### src/hdl/sars_pkg.sv
package sars_pkg;

    localparam int CODE_BITS  = 8;
    localparam int CODE_VALS  = 1 << CODE_BITS;
    localparam int PH_W       = 4;
    localparam int TICK_W     = 16;
    localparam int BCNT_W     = 4;
    localparam int UNITS_W    = 3;
    localparam int DIGIT_W    = 4;
    localparam int VOLT_W     = UNITS_W + 2 * DIGIT_W;

    localparam logic [PH_W-1:0] PH_IDLE       = 4'd0;
    localparam logic [PH_W-1:0] PH_SETTLE     = 4'd1;
    localparam logic [PH_W-1:0] PH_B1_LOW     = 4'd2;
    localparam logic [PH_W-1:0] PH_B1_HIGH    = 4'd3;
    localparam logic [PH_W-1:0] PH_B2_LOW     = 4'd4;
    localparam logic [PH_W-1:0] PH_B2_HIGH    = 4'd5;
    localparam logic [PH_W-1:0] PH_B3_LOW     = 4'd6;
    localparam logic [PH_W-1:0] PH_B3_HIGH    = 4'd7;
    localparam logic [PH_W-1:0] PH_EXTRA_HIGH = 4'd8;
    localparam logic [PH_W-1:0] PH_FALL       = 4'd9;
    localparam logic [PH_W-1:0] PH_D_HIGH     = 4'd10;
    localparam logic [PH_W-1:0] PH_D_LOW      = 4'd11;

    localparam logic [TICK_W-1:0] HALF_RESET = 16'd100;

    typedef logic [VOLT_W-1:0] t_volt_tbl [CODE_VALS];

    // code -> {units, tenths, hundredths} of code*500/256
    function automatic t_volt_tbl build_volt_tbl();
        t_volt_tbl t;
        int        v;
        for (int c = 0; c < CODE_VALS; c++) begin
            v    = c * 500 / CODE_VALS;
            t[c] = {UNITS_W'(v / 100), DIGIT_W'((v / 10) % 10), DIGIT_W'(v % 10)};
        end
        return t;
    endfunction

    localparam t_volt_tbl VOLT_TBL = build_volt_tbl();

endpackage

### src/hdl/sars_if.sv
interface sars_in_if;
    logic valid;
    logic ready;
    logic start_req;
    logic channel;
    logic adc_data;
    modport source (output valid, output start_req, output channel, output adc_data,
                    input ready);
    modport sink   (input valid, input start_req, input channel, input adc_data,
                    output ready);
endinterface

interface sars_out_if;
    logic       valid;
    logic       ready;
    logic       cs_n;
    logic       sclk;
    logic       mux_data;
    logic       done_res;
    logic [7:0] code;
    logic [2:0] volts_units;
    logic [3:0] volts_tenths;
    logic [3:0] volts_hundredths;
    modport source (output valid, output cs_n, output sclk, output mux_data,
                    output done_res, output code, output volts_units,
                    output volts_tenths, output volts_hundredths, input ready);
    modport sink   (input valid, input cs_n, input sclk, input mux_data,
                    input done_res, input code, input volts_units,
                    input volts_tenths, input volts_hundredths, output ready);
endinterface

interface sars_cfg_if;
    logic        valid;
    logic        ready;
    logic [15:0] data;
    modport source (output valid, output data, input ready);
    modport sink   (input valid, input data, output ready);
endinterface

### src/hdl/serial_adc_read_sequencer.sv
// Pin sequencer for an 8-bit serial converter read. Every input transfer is one tick:
// it carries the start request, the channel and the converter data pin, and yields
// exactly one output transfer with the pin levels for that tick, a done flag, the last
// code and its voltage as three decimal digits (code*500/256, truncated). One transfer is
// taken per clock cycle when ready; the whole tick update is a single pass of logic into
// the output register, which holds a result while the next transfer is already accepted
// when the sink takes it in the same cycle. The half period register may be written at
// any cycle through the config channel, which is always ready; a value of 0 acts as 1.
module serial_adc_read_sequencer (
    input  logic        i_clk,
    input  logic        i_rst_n,
    sars_cfg_if.sink    i_cfg,
    sars_in_if.sink     i_in,
    sars_out_if.source  o_out
);
    import sars_pkg::*;

    logic [TICK_W-1:0]    r_half;
    logic [PH_W-1:0]      r_phase,   n_phase;
    logic [TICK_W-1:0]    r_tick,    n_tick;
    logic [BCNT_W-1:0]    r_bcnt,    n_bcnt;
    logic [CODE_BITS-1:0] r_shift,   n_shift;
    logic                 r_chan,    n_chan;
    logic [CODE_BITS-1:0] r_held,    n_held;
    logic                 n_done;
    logic                 n_cs, n_clk, n_di;

    logic                 r_out_valid;
    logic                 r_cs, r_sclk, r_di, r_done;
    logic [CODE_BITS-1:0] r_code;
    logic [VOLT_W-1:0]    r_volt;

    logic [TICK_W-1:0]    half_eff;
    logic [TICK_W:0]      tick_inc;
    logic                 ph_over;
    logic                 accept;

    assign i_cfg.ready = 1'b1;
    assign i_in.ready  = !r_out_valid || o_out.ready;
    assign accept      = i_in.valid && i_in.ready;

    assign half_eff = (r_half == '0) ? TICK_W'(1) : r_half;
    assign tick_inc = {1'b0, r_tick} + (TICK_W+1)'(1);
    assign ph_over  = tick_inc >= {1'b0, half_eff};

    always_comb begin
        n_cs = 1'b0;
        n_clk = 1'b0;
        n_di = 1'b0;
        unique case (r_phase)
            PH_B1_HIGH:    begin n_clk = 1'b1; n_di = 1'b1;   end
            PH_B2_LOW:     n_di = 1'b1;
            PH_B2_HIGH:    begin n_clk = 1'b1; n_di = 1'b1;   end
            PH_B3_LOW:     n_di = 1'b1;
            PH_B3_HIGH:    begin n_clk = 1'b1; n_di = r_chan; end
            PH_EXTRA_HIGH: n_clk = 1'b1;
            PH_D_HIGH:     n_clk = 1'b1;
            PH_SETTLE, PH_B1_LOW, PH_FALL, PH_D_LOW: ;
            default:       n_cs = 1'b1;
        endcase
    end

    always_comb begin
        n_phase = r_phase;
        n_tick  = r_tick;
        n_bcnt  = r_bcnt;
        n_shift = r_shift;
        n_chan  = r_chan;
        n_held  = r_held;
        n_done  = 1'b0;
        unique case (r_phase)
            PH_IDLE: begin
                if (i_in.start_req) begin
                    n_chan  = i_in.channel;
                    n_tick  = '0;
                    n_bcnt  = '0;
                    n_shift = '0;
                    n_phase = PH_SETTLE;
                end
            end
            PH_SETTLE, PH_B1_LOW, PH_B1_HIGH, PH_B2_LOW, PH_B2_HIGH, PH_B3_LOW,
            PH_B3_HIGH, PH_EXTRA_HIGH, PH_FALL, PH_D_HIGH: begin
                if (ph_over) begin
                    n_tick  = '0;
                    n_phase = (r_phase == PH_D_HIGH) ? PH_D_LOW : r_phase + PH_W'(1);
                end else begin
                    n_tick = tick_inc[TICK_W-1:0];
                end
            end
            PH_D_LOW: begin
                n_shift = {r_shift[CODE_BITS-2:0], i_in.adc_data};
                n_bcnt  = r_bcnt + BCNT_W'(1);
                n_tick  = '0;
                if (n_bcnt >= BCNT_W'(CODE_BITS)) begin
                    n_held  = n_shift;
                    n_done  = 1'b1;
                    n_bcnt  = '0;
                    n_phase = PH_IDLE;
                end else begin
                    n_phase = PH_D_HIGH;
                end
            end
            default: begin
                n_phase = PH_IDLE;
                n_tick  = '0;
                n_bcnt  = '0;
            end
        endcase
    end

    always_ff @(posedge i_clk) begin
        if (!i_rst_n) begin
            r_half <= HALF_RESET;
        end else if (i_cfg.valid) begin
            r_half <= i_cfg.data;
        end
    end

    always_ff @(posedge i_clk) begin
        if (!i_rst_n) begin
            r_phase     <= PH_IDLE;
            r_tick      <= '0;
            r_bcnt      <= '0;
            r_shift     <= '0;
            r_chan      <= 1'b0;
            r_held      <= '0;
            r_out_valid <= 1'b0;
        end else begin
            if (accept) begin
                r_phase <= n_phase;
                r_tick  <= n_tick;
                r_bcnt  <= n_bcnt;
                r_shift <= n_shift;
                r_chan  <= n_chan;
                r_held  <= n_held;
            end
            if (accept) begin
                r_out_valid <= 1'b1;
            end else if (o_out.ready) begin
                r_out_valid <= 1'b0;
            end
        end
    end

    always_ff @(posedge i_clk) begin
        if (accept) begin
            r_cs   <= n_cs;
            r_sclk <= n_clk;
            r_di   <= n_di;
            r_done <= n_done;
            r_code <= n_held;
            r_volt <= VOLT_TBL[n_held];
        end
    end

    assign o_out.valid            = r_out_valid;
    assign o_out.cs_n             = r_cs;
    assign o_out.sclk             = r_sclk;
    assign o_out.mux_data         = r_di;
    assign o_out.done_res         = r_done;
    assign o_out.code             = r_code;
    assign o_out.volts_units      = r_volt[VOLT_W-1 -: UNITS_W];
    assign o_out.volts_tenths     = r_volt[2*DIGIT_W-1 -: DIGIT_W];
    assign o_out.volts_hundredths = r_volt[DIGIT_W-1:0];

endmodule
### src/flat_wrapper.sv
// flat-port wrapper written by rule: the top's interface ports become plain ports
module serial_adc_read_sequencer_flat import sars_pkg::*;
  (i_clk, i_rst_n, i_cfg_valid, i_cfg_data, i_cfg_ready, i_in_valid, i_in_start_req, i_in_channel, i_in_adc_data, i_in_ready, o_out_valid, o_out_cs_n, o_out_sclk, o_out_mux_data, o_out_done_res, o_out_code, o_out_volts_units, o_out_volts_tenths, o_out_volts_hundredths, o_out_ready);
  sars_cfg_if i_cfg_i ();
  sars_in_if i_in_i ();
  sars_out_if o_out_i ();
  input  logic i_clk;
  input  logic i_rst_n;
  input wire logic [$bits(i_cfg_i.valid)-1:0] i_cfg_valid;
  input wire logic [$bits(i_cfg_i.data)-1:0] i_cfg_data;
  output wire logic [$bits(i_cfg_i.ready)-1:0] i_cfg_ready;
  input wire logic [$bits(i_in_i.valid)-1:0] i_in_valid;
  input wire logic [$bits(i_in_i.start_req)-1:0] i_in_start_req;
  input wire logic [$bits(i_in_i.channel)-1:0] i_in_channel;
  input wire logic [$bits(i_in_i.adc_data)-1:0] i_in_adc_data;
  output wire logic [$bits(i_in_i.ready)-1:0] i_in_ready;
  output wire logic [$bits(o_out_i.valid)-1:0] o_out_valid;
  output wire logic [$bits(o_out_i.cs_n)-1:0] o_out_cs_n;
  output wire logic [$bits(o_out_i.sclk)-1:0] o_out_sclk;
  output wire logic [$bits(o_out_i.mux_data)-1:0] o_out_mux_data;
  output wire logic [$bits(o_out_i.done_res)-1:0] o_out_done_res;
  output wire logic [$bits(o_out_i.code)-1:0] o_out_code;
  output wire logic [$bits(o_out_i.volts_units)-1:0] o_out_volts_units;
  output wire logic [$bits(o_out_i.volts_tenths)-1:0] o_out_volts_tenths;
  output wire logic [$bits(o_out_i.volts_hundredths)-1:0] o_out_volts_hundredths;
  input wire logic [$bits(o_out_i.ready)-1:0] o_out_ready;
  assign i_cfg_i.valid = i_cfg_valid;
  assign i_cfg_i.data = i_cfg_data;
  assign i_cfg_ready = i_cfg_i.ready;
  assign i_in_i.valid = i_in_valid;
  assign i_in_i.start_req = i_in_start_req;
  assign i_in_i.channel = i_in_channel;
  assign i_in_i.adc_data = i_in_adc_data;
  assign i_in_ready = i_in_i.ready;
  assign o_out_valid = o_out_i.valid;
  assign o_out_cs_n = o_out_i.cs_n;
  assign o_out_sclk = o_out_i.sclk;
  assign o_out_mux_data = o_out_i.mux_data;
  assign o_out_done_res = o_out_i.done_res;
  assign o_out_code = o_out_i.code;
  assign o_out_volts_units = o_out_i.volts_units;
  assign o_out_volts_tenths = o_out_i.volts_tenths;
  assign o_out_volts_hundredths = o_out_i.volts_hundredths;
  assign o_out_i.ready = o_out_ready;
  serial_adc_read_sequencer u_core (.i_clk(i_clk), .i_rst_n(i_rst_n), .i_cfg(i_cfg_i), .i_in(i_in_i), .o_out(o_out_i));
endmodule
### config.mk
export PLATFORM = sky130hd
export DESIGN_NAME = serial_adc_read_sequencer_flat
export DESIGN_NICKNAME = d
export VERILOG_FILES = /design/src/hdl/sars_pkg.sv /design/src/hdl/sars_if.sv /design/src/hdl/serial_adc_read_sequencer.sv /design/src/flat_wrapper.sv
export SDC_FILE = /design/constraint.sdc
export NUM_CORES = 1
export LEC_CHECK = 0
export BUFFER_PORTS_ARGS = -buffer_cell sky130_fd_sc_hd__buf_2
export CAP_MARGIN = 20
export CORE_ASPECT_RATIO = 0.6
export CORE_MARGIN = 2
export CORE_UTILIZATION = 55
export DETAILED_ROUTE_END_ITERATION = 10
export GPL_TIMING_DRIVEN = 1
export PLACE_DENSITY = 0.74
export SYNTH_ARGS = -nofsm -noshare
export SYNTH_HDL_FRONTEND = slang
export SYNTH_SLANG_ARGS = --single-unit
export TNS_END_PERCENT = 50
### constraint.sdc
create_clock -name i_clk -period 4.57 [get_ports i_clk]
set_input_delay 0.6855 -clock i_clk [delete_from_list [all_inputs] [get_ports i_clk]]
set_output_delay 0.6855 -clock i_clk [all_outputs]
set_load 0.01 [all_outputs]
==> metrics.csv <==
metric;value;unit
DRC Markers;0;
# setup viols final;0;
die width;138;um
EDFF count, synth;23;
unrepaired setup endpoints after global routing;false;
Peak Freq;242;MHz
largest net degree at the start of global routing;47;
CTS resizes;0;
PD cells;309;nW/um^2
Synth area leader;dfxtp_1;
total CTS buffers;9;
DR vias/cell;6.48;
post-synth cell types;77;
IO buf count;48;
Finished Layout Cells;902;
Cells after Synth;732;
Post-synth top flop;dfxtp_1;
total power;0.00201;W
worst min-delay path category;register to register;
Seq/Total Area, Yosys;0.309;
vias in the first global route;5317;
Synth-to-Final Area Change;9.95;%
Die H;84.4;um
Detail Route Antenna Nets;0;
DRT Pass-1 Iters;5;
FILL cells;938;
clock insertion delay at the later pin of the skew report;350;ps
critical path class;register to register;
setup TNS;0;ps
total core area;10500;sq um
share of cells above drive strength 1;0.144;
Req. time, crit path;4790;ps
Max Cap Violations;0;
Clock H-tree levels;3;
DRT iter0 DRCs;763;
Worst Setup EP;u_core.r_tick[6]$_SDFFE_PN0P_;
Cell Area, Synth;5920;sq um
Bufs on Longest Clock Path;2;
Sink Count;80;
Max FO, Critical Path;14;
crit path launch type;register;
gr ovfl total;0;
Slew @ Worst Pin;966;ps
io pins;50;
antenna violations before repair;0;
GRT Util Overall;0.320;
main area contributors after synthesis;dfxtp_1 (19%), edfxtp_1 (12%), ha_1 (5.7%);
Lkg Pwr;2.63;nW
Total Wirelength;18100;um
CP startpoint;u_core.r_tick[0]$_SDFFE_PN0P_;
Synth top cells by count;nor2_1 (83), nand2_1 (66), a21oi_1 (59);
Placed Instances;886;
fin crit share;0.903;
Post-DP HPWL;13000;um
Max VDD drop;0.000188;V
die area;11600;sq um
RR Endpoint;u_core.r_tick[6]$_SDFFE_PN0P_;
area share of the largest cell type after synthesis;0.193;
FF+latch count, synth;80;
CP Capture Type;register;
Setup Buffers After CTS;0;
fin. max-slew vios;0;
GPL Wtd Cong;0.973;
critical path's largest stage delay;420;ps
Hold Vio Cnt, Final;0;
Root Buffer;clkbuf_16;
reg2reg start;u_core.r_tick[0]$_SDFFE_PN0P_;
Yosys warning total;0;
row cnt;29;
reg-to-reg slack, setup;450;ps
CP arrival;4350;ps
syn avg cell area;8.09;sq um
CTS tree;yes;
Slew headroom;0.352;
Post-synth ARST share;0;
minimum clock period;4120;ps
post-DR wirelength/cell;20.0;um
Reg clk slew, reported paths;70;ps
critical path, cell by cell;ha_1 -> nand3_1 -> nor3_2 -> and3_1 -> nand3_1 -> or2_2 -> xnor2_1 -> ha_1 -> nand4_1 -> or2_2 -> nor3_1 -> a311o_1 -> a41o_1 -> nor2_2 -> buf_4 -> o21ai_1 -> nor2_1;
initial cell density of the core;0.563;
Vias;5849;
Crit-path slowest cell;dfxtp_1;
first-pass GRT wire length;29000;um
nets@finish;809;
# diodes;0;
hold_buf cts;0;
count leader, synth;nor2_1;
Syn Nets;783;
skew final;9.04;ps
Reg2Reg Depth;17;
outcome;complete, no violations;
[where the power goes]
part           internal, W  leakage (nW)  switching (W)
combinational     0.000150          1.79       0.000274
sequential        0.000770         0.693      0.0000269
clock             0.000463         0.155       0.000330
total              0.00138          2.63       0.000631
[worst max-delay path, delay by kind of cell, from the launching register on]
family	cells	cell delay, ps
AO/OA/AOI/OAI	3	730
XOR/XNOR	1	150
adder cells (fa/ha/maj)	2	560
buffers and inverters	1	190
flip-flops	1	420
AND/OR/NAND/NOR	10	1940
[how the worst min path moves through the flow]
| stage | startpoint | to | cells past startpoint |
|---|---|---|---|
| 6_report | u_core.r_bcnt[1]$_SDFFE_PN0P_ | u_core.r_bcnt[1]$_SDFFE_PN0P_ | 2 |
| 5_1_grt | u_core.r_tick[1]$_SDFFE_PN0P_ | u_core.r_tick[1]$_SDFFE_PN0P_ | 2 |
| 4_1_cts | u_core.r_bcnt[1]$_SDFFE_PN0P_ | u_core.r_bcnt[1]$_SDFFE_PN0P_ | 2 |
| 3_5_place_dp | u_core.r_bcnt[1]$_SDFFE_PN0P_ | u_core.r_bcnt[1]$_SDFFE_PN0P_ | 2 |
| 3_3_place_gp | u_core.r_bcnt[1]$_SDFFE_PN0P_ | u_core.r_bcnt[1]$_SDFFE_PN0P_ | 2 |
| 2_1_floorplan | u_core.r_bcnt[1]$_SDFFE_PN0P_ | u_core.r_bcnt[1]$_SDFFE_PN0P_ | 2 |
[layout by cell type (no fill, tap or decap), types with 4 or more instances in the layout]
cell and n:
a211oi_1 14, nand2b_1 10, nor4_1 7, xnor2_1 10, and3_1 5, dfxtp_1 57, clkbuf_16 10, a22oi_1 10
buf_4 17, buf_2 48, mux2_2 6, nor3_1 23, and2_1 8, xor2_1 11, nand4_1 7, ha_1 27
inv_1 28, inv_2 5, a21o_1 4, edfxtp_1 23, mux2i_1 29, o21ai_1 9, nor2b_1 13, nand2_1 66
a31oi_1 9, nand3_1 21, o211ai_1 12, nor2_1 83, nor3b_1 4, o21ai_0 39, o22ai_1 8, mux2i_4 5
o221ai_1 4, a21oi_1 59, o31ai_1 5
[through the flow]
stage	hold WS, ps	util	worst slack (ps)	area [sq um]
2_1_floorplan	449	-	730	5920
6_report	491	0.619	445	6510
4_1_cts	494	0.619	492	6510
3_3_place_gp	460	0.589	713	6200
3_5_place_dp	484	0.589	515	6200
5_1_grt	526	0.619	173	6510
[per-layer routing]
layer,part of all wire,global-route usage,vias to the layer above,routed length (um)
met5,0,0,-,0
met1,0.49,0.504,2723,8880
met3,0.12,0.103,42,2100
li1,-,-,2735,-
met4,0.015,0.0770,0,279
met2,0.38,0.410,349,6830
[logic make-up after synthesis]
family / count (synthesis) / share of synthesized area
flip-flops: 80 / 0.309
AO/OA/AOI/OAI: 216 / 0.240
adder cells (fa/ha/maj): 27 / 0.0570
multiplexers: 43 / 0.0864
AND/OR/NAND/NOR: 260 / 0.208
other: 1 / 0.000633
buffers and inverters: 84 / 0.0672
XOR/XNOR: 21 / 0.0311
[flip-flops by register name (all words and copies together) (netlist names)]
name                   flops
u_core.r_half             16
u_core.o_out.valid         1
u_core.o_out.cs_n          1
u_core.o_out.sclk          1
u_core.o_out.done_res      1
u_core.r_volt             11
u_core.r_shift             7
u_core.r_tick             16
u_core.r_phase             4
u_core.r_chan              1
u_core.r_bcnt              4
u_core.o_out.mux_data      1
u_core.o_out.code          8
u_core.r_held              8
[area by class of cell]
type | instances | area [sq um] | share of cell area
inverters | 34 | 128 | 0.0196
clock buffers | 11 | 254 | 0.0390
well taps | 139 | 174 | 0.0267
clock inverters | 5 | 62.6 | 0.00961
multi-input cells | 568 | 3690 | 0.567
flip-flops and latches | 80 | 1830 | 0.281
repair buffers | 65 | 368 | 0.0565
Note: power is estimated with default switching activity, not from simulation.
